[src/rtl/core/report_pattern_learner_defines.svh]
// Assertion macros for the report pattern learner.
// Simulation builds get concurrent assertions; synthesis builds get nothing.
`ifndef REPORT_PATTERN_LEARNER_DEFINES_SVH
`define REPORT_PATTERN_LEARNER_DEFINES_SVH

`ifndef SYNTHESIS

// Same-cycle implication, checked outside reset.
`define RPL_ASSERT_IMP(lbl, clk, rst_n, ante, cons, msg) \
  lbl: assert property (@(posedge clk) disable iff (!rst_n) (ante) |-> (cons)) \
    else $error(msg);

// Next-cycle implication, checked outside reset.
`define RPL_ASSERT_NXT(lbl, clk, rst_n, ante, cons, msg) \
  lbl: assert property (@(posedge clk) disable iff (!rst_n) (ante) |=> (cons)) \
    else $error(msg);

`else

`define RPL_ASSERT_IMP(lbl, clk, rst_n, ante, cons, msg)
`define RPL_ASSERT_NXT(lbl, clk, rst_n, ante, cons, msg)

`endif

`endif

[src/rtl/core/rpl_pkg.sv]
package rpl_pkg;

  // Operation codes carried by every request.
  typedef enum logic [1:0] {
    OP_OCTET   = 2'd0,
    OP_CONFIRM = 2'd1,
    OP_CANCEL  = 2'd2,
    OP_RESTART = 2'd3
  } op_e;

  // Outcome codes of a result.
  typedef enum logic [2:0] {
    OUT_IGNORED  = 3'd0,
    OUT_PRESS    = 3'd1,
    OUT_REPEAT   = 3'd2,
    OUT_CYCLE    = 3'd3,
    OUT_REJECTED = 3'd4,
    OUT_READY    = 3'd5
  } outcome_e;

  // A classified request as it travels from the front to the back.
  typedef struct packed {
    op_e         op;
    logic [7:0]  octet;
    logic [15:0] endpoint;
    logic        first;     // first octet of a report
    logic        in_range;  // octet falls inside the pattern store
    logic        last;      // final octet of a report
    logic        oversize;  // report has run past the store
  } rpl_item_t;

  // One result as it waits for the consumer.
  typedef struct packed {
    outcome_e   outcome;
    logic       confirm_acc;
    logic [2:0] stage;
  } rpl_result_t;

endpackage

[src/rtl/core/rpl_front.sv]
module rpl_front #(
  parameter int MAX_REPORT_OCTETS = 64
) (
  input  logic                                 clk_i,
  input  logic                                 rst_ni,
  input  logic                                 push_i,
  output logic                                 full_o,
  input  logic [1:0]                           operation_i,
  input  logic [7:0]                           report_octet_i,
  input  logic [15:0]                          endpoint_id_i,
  input  logic                                 final_octet_i,
  input  logic                                 pop_i,
  output logic                                 valid_o,
  output rpl_pkg::rpl_item_t                   item_o,
  output logic [((MAX_REPORT_OCTETS > 1) ? $clog2(MAX_REPORT_OCTETS) : 1)-1:0] idx_o
);

  localparam int CntW = $clog2(MAX_REPORT_OCTETS + 1);
  localparam int IdxW = (MAX_REPORT_OCTETS > 1) ? $clog2(MAX_REPORT_OCTETS) : 1;
  localparam logic [CntW-1:0] MaxCnt = CntW'(MAX_REPORT_OCTETS);

  logic [CntW-1:0]    cnt_q, cnt_d;
  logic               ovf_q, ovf_d;
  logic               accept;
  rpl_pkg::rpl_item_t item_in;

  rpl_pkg::rpl_item_t q_item_q [2];
  logic [IdxW-1:0]    q_idx_q  [2];
  logic               wr_ptr_q, rd_ptr_q;
  logic [1:0]         count_q, count_d;

  assign full_o  = (count_q == 2'd2);
  assign accept  = push_i && !full_o;
  assign valid_o = (count_q != 2'd0);
  assign item_o  = q_item_q[rd_ptr_q];
  assign idx_o   = q_idx_q[rd_ptr_q];

  // Classify the incoming request against the position inside the current report.
  always_comb begin
    item_in.op       = rpl_pkg::op_e'(operation_i);
    item_in.octet    = report_octet_i;
    item_in.endpoint = endpoint_id_i;
    item_in.first    = (cnt_q == '0);
    item_in.in_range = (cnt_q < MaxCnt);
    item_in.last     = final_octet_i;
    item_in.oversize = ovf_q || (cnt_q >= MaxCnt);
  end

  // Octet position tracking; any control operation or a final octet starts a new report.
  always_comb begin
    cnt_d = cnt_q;
    ovf_d = ovf_q;
    if (accept) begin
      if (item_in.op != rpl_pkg::OP_OCTET || final_octet_i) begin
        cnt_d = '0;
        ovf_d = 1'b0;
      end else begin
        cnt_d = item_in.in_range ? cnt_q + CntW'(1) : cnt_q;
        ovf_d = item_in.oversize;
      end
    end
  end

  assign count_d = count_q + {1'b0, accept} - {1'b0, pop_i};

  always_ff @(posedge clk_i or negedge rst_ni) begin
    if (!rst_ni) begin
      cnt_q    <= '0;
      ovf_q    <= 1'b0;
      wr_ptr_q <= 1'b0;
      rd_ptr_q <= 1'b0;
      count_q  <= 2'd0;
    end else begin
      cnt_q   <= cnt_d;
      ovf_q   <= ovf_d;
      count_q <= count_d;
      if (accept) begin
        wr_ptr_q <= ~wr_ptr_q;
      end
      if (pop_i) begin
        rd_ptr_q <= ~rd_ptr_q;
      end
    end
  end

  // Queue storage toward the back part.
  always_ff @(posedge clk_i) begin
    if (accept) begin
      q_item_q[wr_ptr_q] <= item_in;
      q_idx_q[wr_ptr_q]  <= cnt_q[IdxW-1:0];
    end
  end

endmodule

[src/rtl/core/rpl_back.sv]
module rpl_back #(
  parameter int MAX_REPORT_OCTETS = 64
) (
  input  logic                  clk_i,
  input  logic                  rst_ni,
  input  logic                  head_valid_i,
  input  rpl_pkg::rpl_item_t    head_i,
  input  logic [((MAX_REPORT_OCTETS > 1) ? $clog2(MAX_REPORT_OCTETS) : 1)-1:0] head_idx_i,
  output logic                  head_pop_o,
  input  logic                  res_space_i,
  output logic                  res_valid_o,
  output rpl_pkg::rpl_result_t  res_o
);

  localparam int CntW = $clog2(MAX_REPORT_OCTETS + 1);
  localparam int IdxW = (MAX_REPORT_OCTETS > 1) ? $clog2(MAX_REPORT_OCTETS) : 1;

  typedef enum logic [2:0] {
    ST_FIRST_PRESS    = 3'd0,
    ST_FIRST_RELEASE  = 3'd1,
    ST_SECOND_PRESS   = 3'd2,
    ST_SECOND_RELEASE = 3'd3,
    ST_AWAIT          = 3'd4,
    ST_COMPLETE       = 3'd5,
    ST_FAILED         = 3'd6
  } stage_e;

  stage_e             stage_q, stage_d;
  logic [15:0]        learned_ep_q, learned_ep_d;
  logic [15:0]        cur_ep_q, cur_ep_d;
  logic [CntW-1:0]    press_cnt_q, press_cnt_d;
  logic [CntW-1:0]    rel_cnt_q, rel_cnt_d;
  logic               pm_q, pm_d;
  logic               rm_q, rm_d;
  logic               s2_valid_q, s2_valid_d;

  rpl_pkg::rpl_item_t s2_q;
  logic [IdxW-1:0]    s2_idx_q;
  logic [7:0]         press_rd_q, rel_rd_q;

  logic [7:0]         press_mem [MAX_REPORT_OCTETS];
  logic [7:0]         rel_mem   [MAX_REPORT_OCTETS];

  logic               needs_out, fire;
  logic               press_we, rel_we;
  logic [CntW-1:0]    length;
  logic               pm_upd, rm_upd, is_press, is_rel;
  logic [15:0]        ep_eff;

  // Handshake of the compare stage.
  assign needs_out  = s2_valid_q && (s2_q.op != rpl_pkg::OP_OCTET || s2_q.last);
  assign fire       = s2_valid_q && (!needs_out || res_space_i);
  assign head_pop_o = head_valid_i && (!s2_valid_q || fire);
  assign s2_valid_d = head_pop_o ? 1'b1 : (fire ? 1'b0 : s2_valid_q);

  // Stores are written in the compare stage, where the stage of learning is settled.
  assign press_we = fire && s2_q.op == rpl_pkg::OP_OCTET && s2_q.in_range &&
                    stage_q == ST_FIRST_PRESS;
  assign rel_we   = fire && s2_q.op == rpl_pkg::OP_OCTET && s2_q.in_range &&
                    stage_q == ST_FIRST_RELEASE;

  // Running match of the current report against both stored patterns.
  assign length = CntW'(s2_idx_q) + CntW'(1);
  assign pm_upd = s2_q.in_range ?
                  (pm_q && CntW'(s2_idx_q) < press_cnt_q && press_rd_q == s2_q.octet) : pm_q;
  assign rm_upd = s2_q.in_range ?
                  (rm_q && CntW'(s2_idx_q) < rel_cnt_q && rel_rd_q == s2_q.octet) : rm_q;
  assign is_press = pm_upd && length == press_cnt_q;
  assign is_rel   = rm_upd && length == rel_cnt_q;
  assign ep_eff   = s2_q.first ? s2_q.endpoint : cur_ep_q;

  // Learning sequence and result generation.
  always_comb begin
    stage_d           = stage_q;
    learned_ep_d      = learned_ep_q;
    cur_ep_d          = cur_ep_q;
    press_cnt_d       = press_cnt_q;
    rel_cnt_d         = rel_cnt_q;
    pm_d              = pm_q;
    rm_d              = rm_q;
    res_o.outcome     = rpl_pkg::OUT_IGNORED;
    res_o.confirm_acc = 1'b0;
    if (fire) begin
      unique case (s2_q.op)
        rpl_pkg::OP_OCTET: begin
          if (s2_q.first) begin
            cur_ep_d = s2_q.endpoint;
          end
          pm_d = pm_upd;
          rm_d = rm_upd;
          if (s2_q.last) begin
            pm_d = 1'b1;
            rm_d = 1'b1;
            if (!s2_q.oversize) begin
              unique case (stage_q)
                ST_FIRST_PRESS: begin
                  learned_ep_d  = ep_eff;
                  press_cnt_d   = length;
                  stage_d       = ST_FIRST_RELEASE;
                  res_o.outcome = rpl_pkg::OUT_PRESS;
                end
                ST_FIRST_RELEASE: begin
                  priority if (ep_eff != learned_ep_q) begin
                    stage_d       = ST_FAILED;
                    res_o.outcome = rpl_pkg::OUT_REJECTED;
                  end else if (is_press) begin
                    res_o.outcome = rpl_pkg::OUT_REPEAT;
                  end else begin
                    rel_cnt_d     = length;
                    stage_d       = ST_SECOND_PRESS;
                    res_o.outcome = rpl_pkg::OUT_CYCLE;
                  end
                end
                ST_SECOND_PRESS: begin
                  priority if (ep_eff != learned_ep_q || (!is_rel && !is_press)) begin
                    stage_d       = ST_FAILED;
                    res_o.outcome = rpl_pkg::OUT_REJECTED;
                  end else if (is_rel) begin
                    res_o.outcome = rpl_pkg::OUT_REPEAT;
                  end else begin
                    stage_d       = ST_SECOND_RELEASE;
                    res_o.outcome = rpl_pkg::OUT_PRESS;
                  end
                end
                ST_SECOND_RELEASE: begin
                  priority if (ep_eff != learned_ep_q || (!is_press && !is_rel)) begin
                    stage_d       = ST_FAILED;
                    res_o.outcome = rpl_pkg::OUT_REJECTED;
                  end else if (is_press) begin
                    res_o.outcome = rpl_pkg::OUT_REPEAT;
                  end else begin
                    stage_d       = ST_AWAIT;
                    res_o.outcome = rpl_pkg::OUT_READY;
                  end
                end
                default: begin
                  // Reports after learning has settled are ignored.
                  stage_d = stage_q;
                end
              endcase
            end
          end
        end
        rpl_pkg::OP_CONFIRM: begin
          pm_d = 1'b1;
          rm_d = 1'b1;
          if (stage_q == ST_AWAIT) begin
            stage_d           = ST_COMPLETE;
            res_o.confirm_acc = 1'b1;
          end
        end
        rpl_pkg::OP_CANCEL: begin
          pm_d    = 1'b1;
          rm_d    = 1'b1;
          stage_d = ST_FAILED;
        end
        rpl_pkg::OP_RESTART: begin
          pm_d         = 1'b1;
          rm_d         = 1'b1;
          stage_d      = ST_FIRST_PRESS;
          learned_ep_d = '0;
          press_cnt_d  = '0;
          rel_cnt_d    = '0;
        end
      endcase
    end
    res_o.stage = stage_d;
  end

  assign res_valid_o = fire && needs_out;

  // Learning state and stage control.
  always_ff @(posedge clk_i or negedge rst_ni) begin
    if (!rst_ni) begin
      stage_q      <= ST_FIRST_PRESS;
      learned_ep_q <= '0;
      cur_ep_q     <= '0;
      press_cnt_q  <= '0;
      rel_cnt_q    <= '0;
      pm_q         <= 1'b1;
      rm_q         <= 1'b1;
      s2_valid_q   <= 1'b0;
    end else begin
      stage_q      <= stage_d;
      learned_ep_q <= learned_ep_d;
      cur_ep_q     <= cur_ep_d;
      press_cnt_q  <= press_cnt_d;
      rel_cnt_q    <= rel_cnt_d;
      pm_q         <= pm_d;
      rm_q         <= rm_d;
      s2_valid_q   <= s2_valid_d;
    end
  end

  // Compare stage payload, loaded as the head of the queue is taken.
  always_ff @(posedge clk_i) begin
    if (head_pop_o) begin
      s2_q     <= head_i;
      s2_idx_q <= head_idx_i;
    end
  end

  // Press pattern store; a write to the address being read is forwarded.
  always_ff @(posedge clk_i) begin
    if (press_we) begin
      press_mem[s2_idx_q] <= s2_q.octet;
    end
  end

  always_ff @(posedge clk_i) begin
    if (head_pop_o) begin
      if (press_we && s2_idx_q == head_idx_i) begin
        press_rd_q <= s2_q.octet;
      end else begin
        press_rd_q <= press_mem[head_idx_i];
      end
    end
  end

  // Release pattern store, same arrangement.
  always_ff @(posedge clk_i) begin
    if (rel_we) begin
      rel_mem[s2_idx_q] <= s2_q.octet;
    end
  end

  always_ff @(posedge clk_i) begin
    if (head_pop_o) begin
      if (rel_we && s2_idx_q == head_idx_i) begin
        rel_rd_q <= s2_q.octet;
      end else begin
        rel_rd_q <= rel_mem[head_idx_i];
      end
    end
  end

endmodule

[src/rtl/core/rpl_res_fifo.sv]
module rpl_res_fifo (
  input  logic                 clk_i,
  input  logic                 rst_ni,
  input  logic                 push_i,
  input  rpl_pkg::rpl_result_t data_i,
  output logic                 space_o,
  input  logic                 pop_i,
  output logic                 empty_o,
  output rpl_pkg::rpl_result_t data_o
);

  rpl_pkg::rpl_result_t mem_q [2];
  logic                 wr_ptr_q, rd_ptr_q;
  logic [1:0]           count_q;
  logic                 do_pop;

  assign space_o = (count_q != 2'd2);
  assign empty_o = (count_q == 2'd0);
  assign data_o  = mem_q[rd_ptr_q];
  assign do_pop  = pop_i && !empty_o;

  // Occupancy and pointers.
  always_ff @(posedge clk_i or negedge rst_ni) begin
    if (!rst_ni) begin
      wr_ptr_q <= 1'b0;
      rd_ptr_q <= 1'b0;
      count_q  <= 2'd0;
    end else begin
      count_q <= count_q + {1'b0, push_i} - {1'b0, do_pop};
      if (push_i) begin
        wr_ptr_q <= ~wr_ptr_q;
      end
      if (do_pop) begin
        rd_ptr_q <= ~rd_ptr_q;
      end
    end
  end

  // Result storage.
  always_ff @(posedge clk_i) begin
    if (push_i) begin
      mem_q[wr_ptr_q] <= data_i;
    end
  end

endmodule

[src/rtl/core/report_pattern_learner.sv]
// A request's result passes through the front queue, the compare stage and the result
// queue, held up only while the consumer stalls. Throughput: one request per
// cycle unless the consumer stalls, set by the single-port read of the pattern stores
// in the back stage; a two-entry queue on each side decouples producer and consumer.
// Reset (rst_ni, asynchronous, active low) clears all control state, stage, endpoints
// and lengths at once; the pattern stores are not cleared and need no clearing pass.
`include "report_pattern_learner_defines.svh"

module report_pattern_learner #(
  parameter int MAX_REPORT_OCTETS = 64
) (
  input  logic        clk_i,
  input  logic        rst_ni,
  input  logic        push,
  output logic        full,
  input  logic [1:0]  operation_i,
  input  logic [7:0]  report_octet_i,
  input  logic [15:0] endpoint_id_i,
  input  logic        final_octet_i,
  output logic        empty,
  input  logic        pop,
  output logic [2:0]  outcome_o,
  output logic        confirm_accepted_o,
  output logic [2:0]  learn_stage_o
);

  localparam int IdxW = (MAX_REPORT_OCTETS > 1) ? $clog2(MAX_REPORT_OCTETS) : 1;

  logic                 front_valid, front_pop;
  rpl_pkg::rpl_item_t   front_item;
  logic [IdxW-1:0]      front_idx;
  logic                 res_valid, res_space;
  rpl_pkg::rpl_result_t res_data, res_head;

  // Front: report position tracking and the request queue.
  rpl_front #(
    .MAX_REPORT_OCTETS(MAX_REPORT_OCTETS)
  ) u_front (
    .clk_i         (clk_i),
    .rst_ni        (rst_ni),
    .push_i        (push),
    .full_o        (full),
    .operation_i   (operation_i),
    .report_octet_i(report_octet_i),
    .endpoint_id_i (endpoint_id_i),
    .final_octet_i (final_octet_i),
    .pop_i         (front_pop),
    .valid_o       (front_valid),
    .item_o        (front_item),
    .idx_o         (front_idx)
  );

  // Back: pattern stores, matching and the learning sequence.
  rpl_back #(
    .MAX_REPORT_OCTETS(MAX_REPORT_OCTETS)
  ) u_back (
    .clk_i       (clk_i),
    .rst_ni      (rst_ni),
    .head_valid_i(front_valid),
    .head_i      (front_item),
    .head_idx_i  (front_idx),
    .head_pop_o  (front_pop),
    .res_space_i (res_space),
    .res_valid_o (res_valid),
    .res_o       (res_data)
  );

  // Result queue toward the consumer.
  rpl_res_fifo u_res_fifo (
    .clk_i  (clk_i),
    .rst_ni (rst_ni),
    .push_i (res_valid),
    .data_i (res_data),
    .space_o(res_space),
    .pop_i  (pop),
    .empty_o(empty),
    .data_o (res_head)
  );

  assign outcome_o          = res_head.outcome;
  assign confirm_accepted_o = res_head.confirm_acc;
  assign learn_stage_o      = res_head.stage;

  // A result is only produced when the result queue can take it.
  `RPL_ASSERT_IMP(a_res_space, clk_i, rst_ni, res_valid, res_space, "result pushed into full queue")

  // An accepted confirm is never reported with a report outcome.
  `RPL_ASSERT_IMP(a_confirm_ignored, clk_i, rst_ni, !empty && confirm_accepted_o, outcome_o == rpl_pkg::OUT_IGNORED, "confirm result carries an outcome")

  // An accepted request is waiting in the front queue on the next cycle.
  `RPL_ASSERT_NXT(a_front_holds, clk_i, rst_ni, push && !full, front_valid, "accepted request lost")

endmodule

[config.mk]
export PLATFORM = sky130hd
export DESIGN_NAME = report_pattern_learner
export DESIGN_NICKNAME = d
export VERILOG_FILES = /design/src/rtl/core/rpl_pkg.sv /design/src/rtl/core/rpl_front.sv /design/src/rtl/core/rpl_back.sv /design/src/rtl/core/rpl_res_fifo.sv /design/src/rtl/core/report_pattern_learner.sv
export VERILOG_INCLUDE_DIRS = /design/src /design/src/rtl/core
export SDC_FILE = /design/constraint.sdc
export NUM_CORES = 2
export LEC_CHECK = 0
export BUFFER_PORTS_ARGS = -buffer_cell sky130_fd_sc_hd__buf_2
export CAP_MARGIN = 20
export CORE_MARGIN = 4
export CORE_UTILIZATION = 50
export CTS_CLUSTER_SIZE = 24
export DETAILED_ROUTE_END_ITERATION = 10
export HOLD_SLACK_MARGIN = 0.05
export PLACE_DENSITY = 0.76
export SYNTH_ARGS = -nofsm -noshare
export SYNTH_HDL_FRONTEND = slang
export SYNTH_SLANG_ARGS = --single-unit
export TNS_END_PERCENT = 5
[constraint.sdc]
create_clock -name clk_i -period 11.8 [get_ports clk_i]
set_clock_uncertainty 0.15 [all_clocks]
set_input_delay 1.18 -clock clk_i [delete_from_list [all_inputs] [get_ports clk_i]]
set_output_delay 1.18 -clock clk_i [all_outputs]
set_load 0.01 [all_outputs]
==> results.json <==
{
  "htreeDepth": 3,
  "hpwlAfterDp_microns": 73600,
  "clkTransAtPathRegs_ns": 0.06,
  "fp.dieW_microns": 324,
  "grt.busiest_layer": "met2",
  "use_met3_pct": 5.42,
  "max_slew_margin_pct": 22.1,
  "fin_crit_ns": 5.28,
  "crit_fanout": 179,
  "synth-seq-area-share_pct": 73.4,
  "layout-drive-gt1-share_pct": 13.0,
  "reg2reg_from": "u_front.rd_ptr_q",
  "status": "finished clean",
  "grt_util_met1_pct": 32.2,
  "clock_path_buffers": 3,
  "ys_types": 79,
  "drt_first_pass_iters": 6,
  "crit_end": "u_back.rel_rd_q[6]",
  "setup_violations": 0,
  "worstSetupPathType": "reg -> reg",
  "p_per_area_nw_per_um2": 258,
  "clock-root-buffer": "clkbuf_16",
  "final_common_cell": "edfxtp_1",
  "ctsHoldBuffers": 0,
  "ys_seq_elements": 1230,
  "tns_ns": 0,
  "cts_sinks": 1230,
  "power_uw": 14300,
  "synth_edf_count": 1162,
  "syn_area_sq_um": 49900,
  "grt_pass1_wl_microns": 185000,
  "cp.arrival_ns": 5.67,
  "timing.final.crit_share_pct": 44.7,
  "die_h_microns": 324,
  "max_freq_mhz": 189,
  "rsz0062_at_grt": "false",
  "post_cts_resized": 0,
  "holdWs_ns": 0.332,
  "tightest_slew_ns": 1.16,
  "grt_max_degree": 180,
  "setup.worst_path.start": "u_front.rd_ptr_q",
  "netlist.area_leader.share_pct": 70.0,
  "hold_violations": 0,
  "vias": 30000,
  "clock_latency_ns": 0.68,
  "rrSetupSlack_ns": 6.52,
  "syn_inst": 3418,
  "port_buffers": 39,
  "synth-warning-count": 0,
  "synth_fp_nets": 3468,
  "worstSetupStartpointType": "register",
  "r2r_cells": 10,
  "p_leak_uw": 0.0186,
  "cts_tree": "built",
  "area_delta_synth_final_pct": 10.6,
  "via_per_inst": 6.20,
  "reg2reg_to": "u_back.rel_rd_q[6]",
  "final_cell_mix": "1162 x edfxtp_1, 712 x nand2_1, 293 x nand3_1, 172 x nor2_1, 123 x clkbuf_16",
  "use_met2_pct": 37.0,
  "dieArea_sq_um": 105000,
  "vdd_drop_max_mv": 0.245,
  "drtAntennaViolNets": 0,
  "post_cts_buffers": 0,
  "hp-class": "reg -> reg",
  "ys.flop_type": "edfxtp_1",
  "ys_top_cells_by_area": "edfxtp_1 70%, nand2_1 5.4%, mux4_2 3.4%",
  "cp.required_ns": 12.19,
  "antenna_found_initial": 3,
  "n_fill_cell": 7361,
  "synth_top_area_cell": "edfxtp_1",
  "cp-end-kind": "register",
  "post_drt_wl_per_cell_microns": 25.5,
  "grt_overflow": 0,
  "antennaDiodeCount": 0,
  "initial_core_util_pct": 50.5,
  "rows": 115,
  "first_iter_violations": 4531,
  "gp_congestion": 0.881,
  "synth-async-reset-ratio_pct": 5.53,
  "design.core.area_sq_um": 98700,
  "wl_microns": 123000,
  "num_io_pins": 40,
  "slew_viol_final": 0,
  "grt_use_total_pct": 23.4,
  "route.detailed.drc": 0,
  "drv_cap": 0,
  "final_nets": 3492,
  "numCtsBuffers": 118,
  "syn_area_per_cell_sq_um": 14.6,
  "grt_pass1_vias": 29200
}
## critical path: stages (launching register included)
cell,delay [ns]
dfrtp_2,0.34
buf_4,0.52
mux2i_4,0.72
clkinv_8,0.77
buf_4,0.69
mux2i_1,0.21
mux4_2,0.48
nor2b_1,0.15
nor4_1,0.66
a221oi_1,0.11
o21ai_1,0.16
## kinds of logic (layout without fill, tap and decap cells)
family | after synthesis | in the layout | synth area share (%)
AOI/OAI and AO/OA | 304 | 304 | 4.46
xor gates and xnor gates | 55 | 55 | 1.04
adders and majority gates | 19 | 19 | 0.477
buffers and inverters | 228 | 356 | 2.21
DFF | 1230 | 1230 | 73.4
muxes | 227 | 227 | 6.63
and+or+nand+nor | 1355 | 1355 | 11.8
## registers in the layout (all words and copies together), names as in the netlist, 8 cells and up
signal / cells
u_back.press_mem: 512
u_res_fifo.mem_q: 14
u_back.learned_ep_q: 16
u_back.press_rd_q: 8
u_back.rel_rd_q: 8
u_front.q_item_q: 60
u_back.cur_ep_q: 16
u_back.rel_mem: 512
u_back.s2_q: 30
u_front.q_idx_q: 12
## layer usage
layer | share of wire (%) | wire, microns
met5 | 0.011 | 13
met4 | 3.9 | 4770
met3 | 11 | 13800
met2 | 47 | 57700
met1 | 38 | 47000
## power breakdown
group	switching [uW]	total, uW	internal [uW]
Sequential	214	5940	5730
Combinational	3220	4560	1330
Clock	1600	3760	2160
## worst min-delay path by stage
stage	start	to	slack, ns	cells past startpoint
2_1_floorplan	u_back.press_cnt_q[3]	u_back.press_cnt_q[3]	0.30	2
3_3_place_gp	u_back.press_cnt_q[3]	u_back.press_cnt_q[3]	0.31	2
4_1_cts	u_back.press_cnt_q[3]	u_back.press_cnt_q[3]	0.33	2
5_1_grt	u_back.press_cnt_q[3]	u_back.press_cnt_q[3]	0.36	2
3_5_place_dp	u_back.press_cnt_q[3]	u_back.press_cnt_q[3]	0.32	2
6_report	u_back.press_cnt_q[3]	u_back.press_cnt_q[3]	0.33	2
## stage by stage
stage	cells	worst slack, ns	utilization (%)	cell area, sq um
after floorplan	3418	6.80	-	49900
after global placement	4604	6.68	51.9	51200
after detailed placement	4605	6.63	51.9	51200
after CTS	4829	6.62	55.8	55100
after global routing	4833	6.34	55.9	55200
final	4833	6.52	55.9	55200
## cell type report
class / count / area [sq um] / area share, %
sequential: 1230 / 36600 / 66.3
multi-input combinational: 1960 / 12300 / 22.2
clock buffer: 153 / 3250 / 5.89
tap: 1287 / 1610 / 2.92
timing repair buffer: 95 / 672 / 1.22
clock inverter: 71 / 629 / 1.14
inverter: 37 / 159 / 0.288
## Yosys cell counts (11+ instances only)
library cell / instances
buf_2: 66
a31oi_1: 35
nand3_1: 293
mux4_2: 75
dfrtp_1: 66
xnor2_1: 36
xor2_1: 16
a21oi_1: 62
buf_4: 27
nor4_1: 13
o21ai_0: 28
mux2_2: 58
a22oi_1: 34
nor2_1: 179
nand3b_1: 11
edfxtp_1: 1162
o31ai_1: 31
nand4_1: 26
mux2i_1: 90
ha_1: 19
buf_1: 12
a32oi_1: 47
nor3_1: 17
inv_1: 31
nand2_1: 712
clkbuf_1: 80
and3_1: 52
No activity file was read; power rests on OpenSTA's default activity.
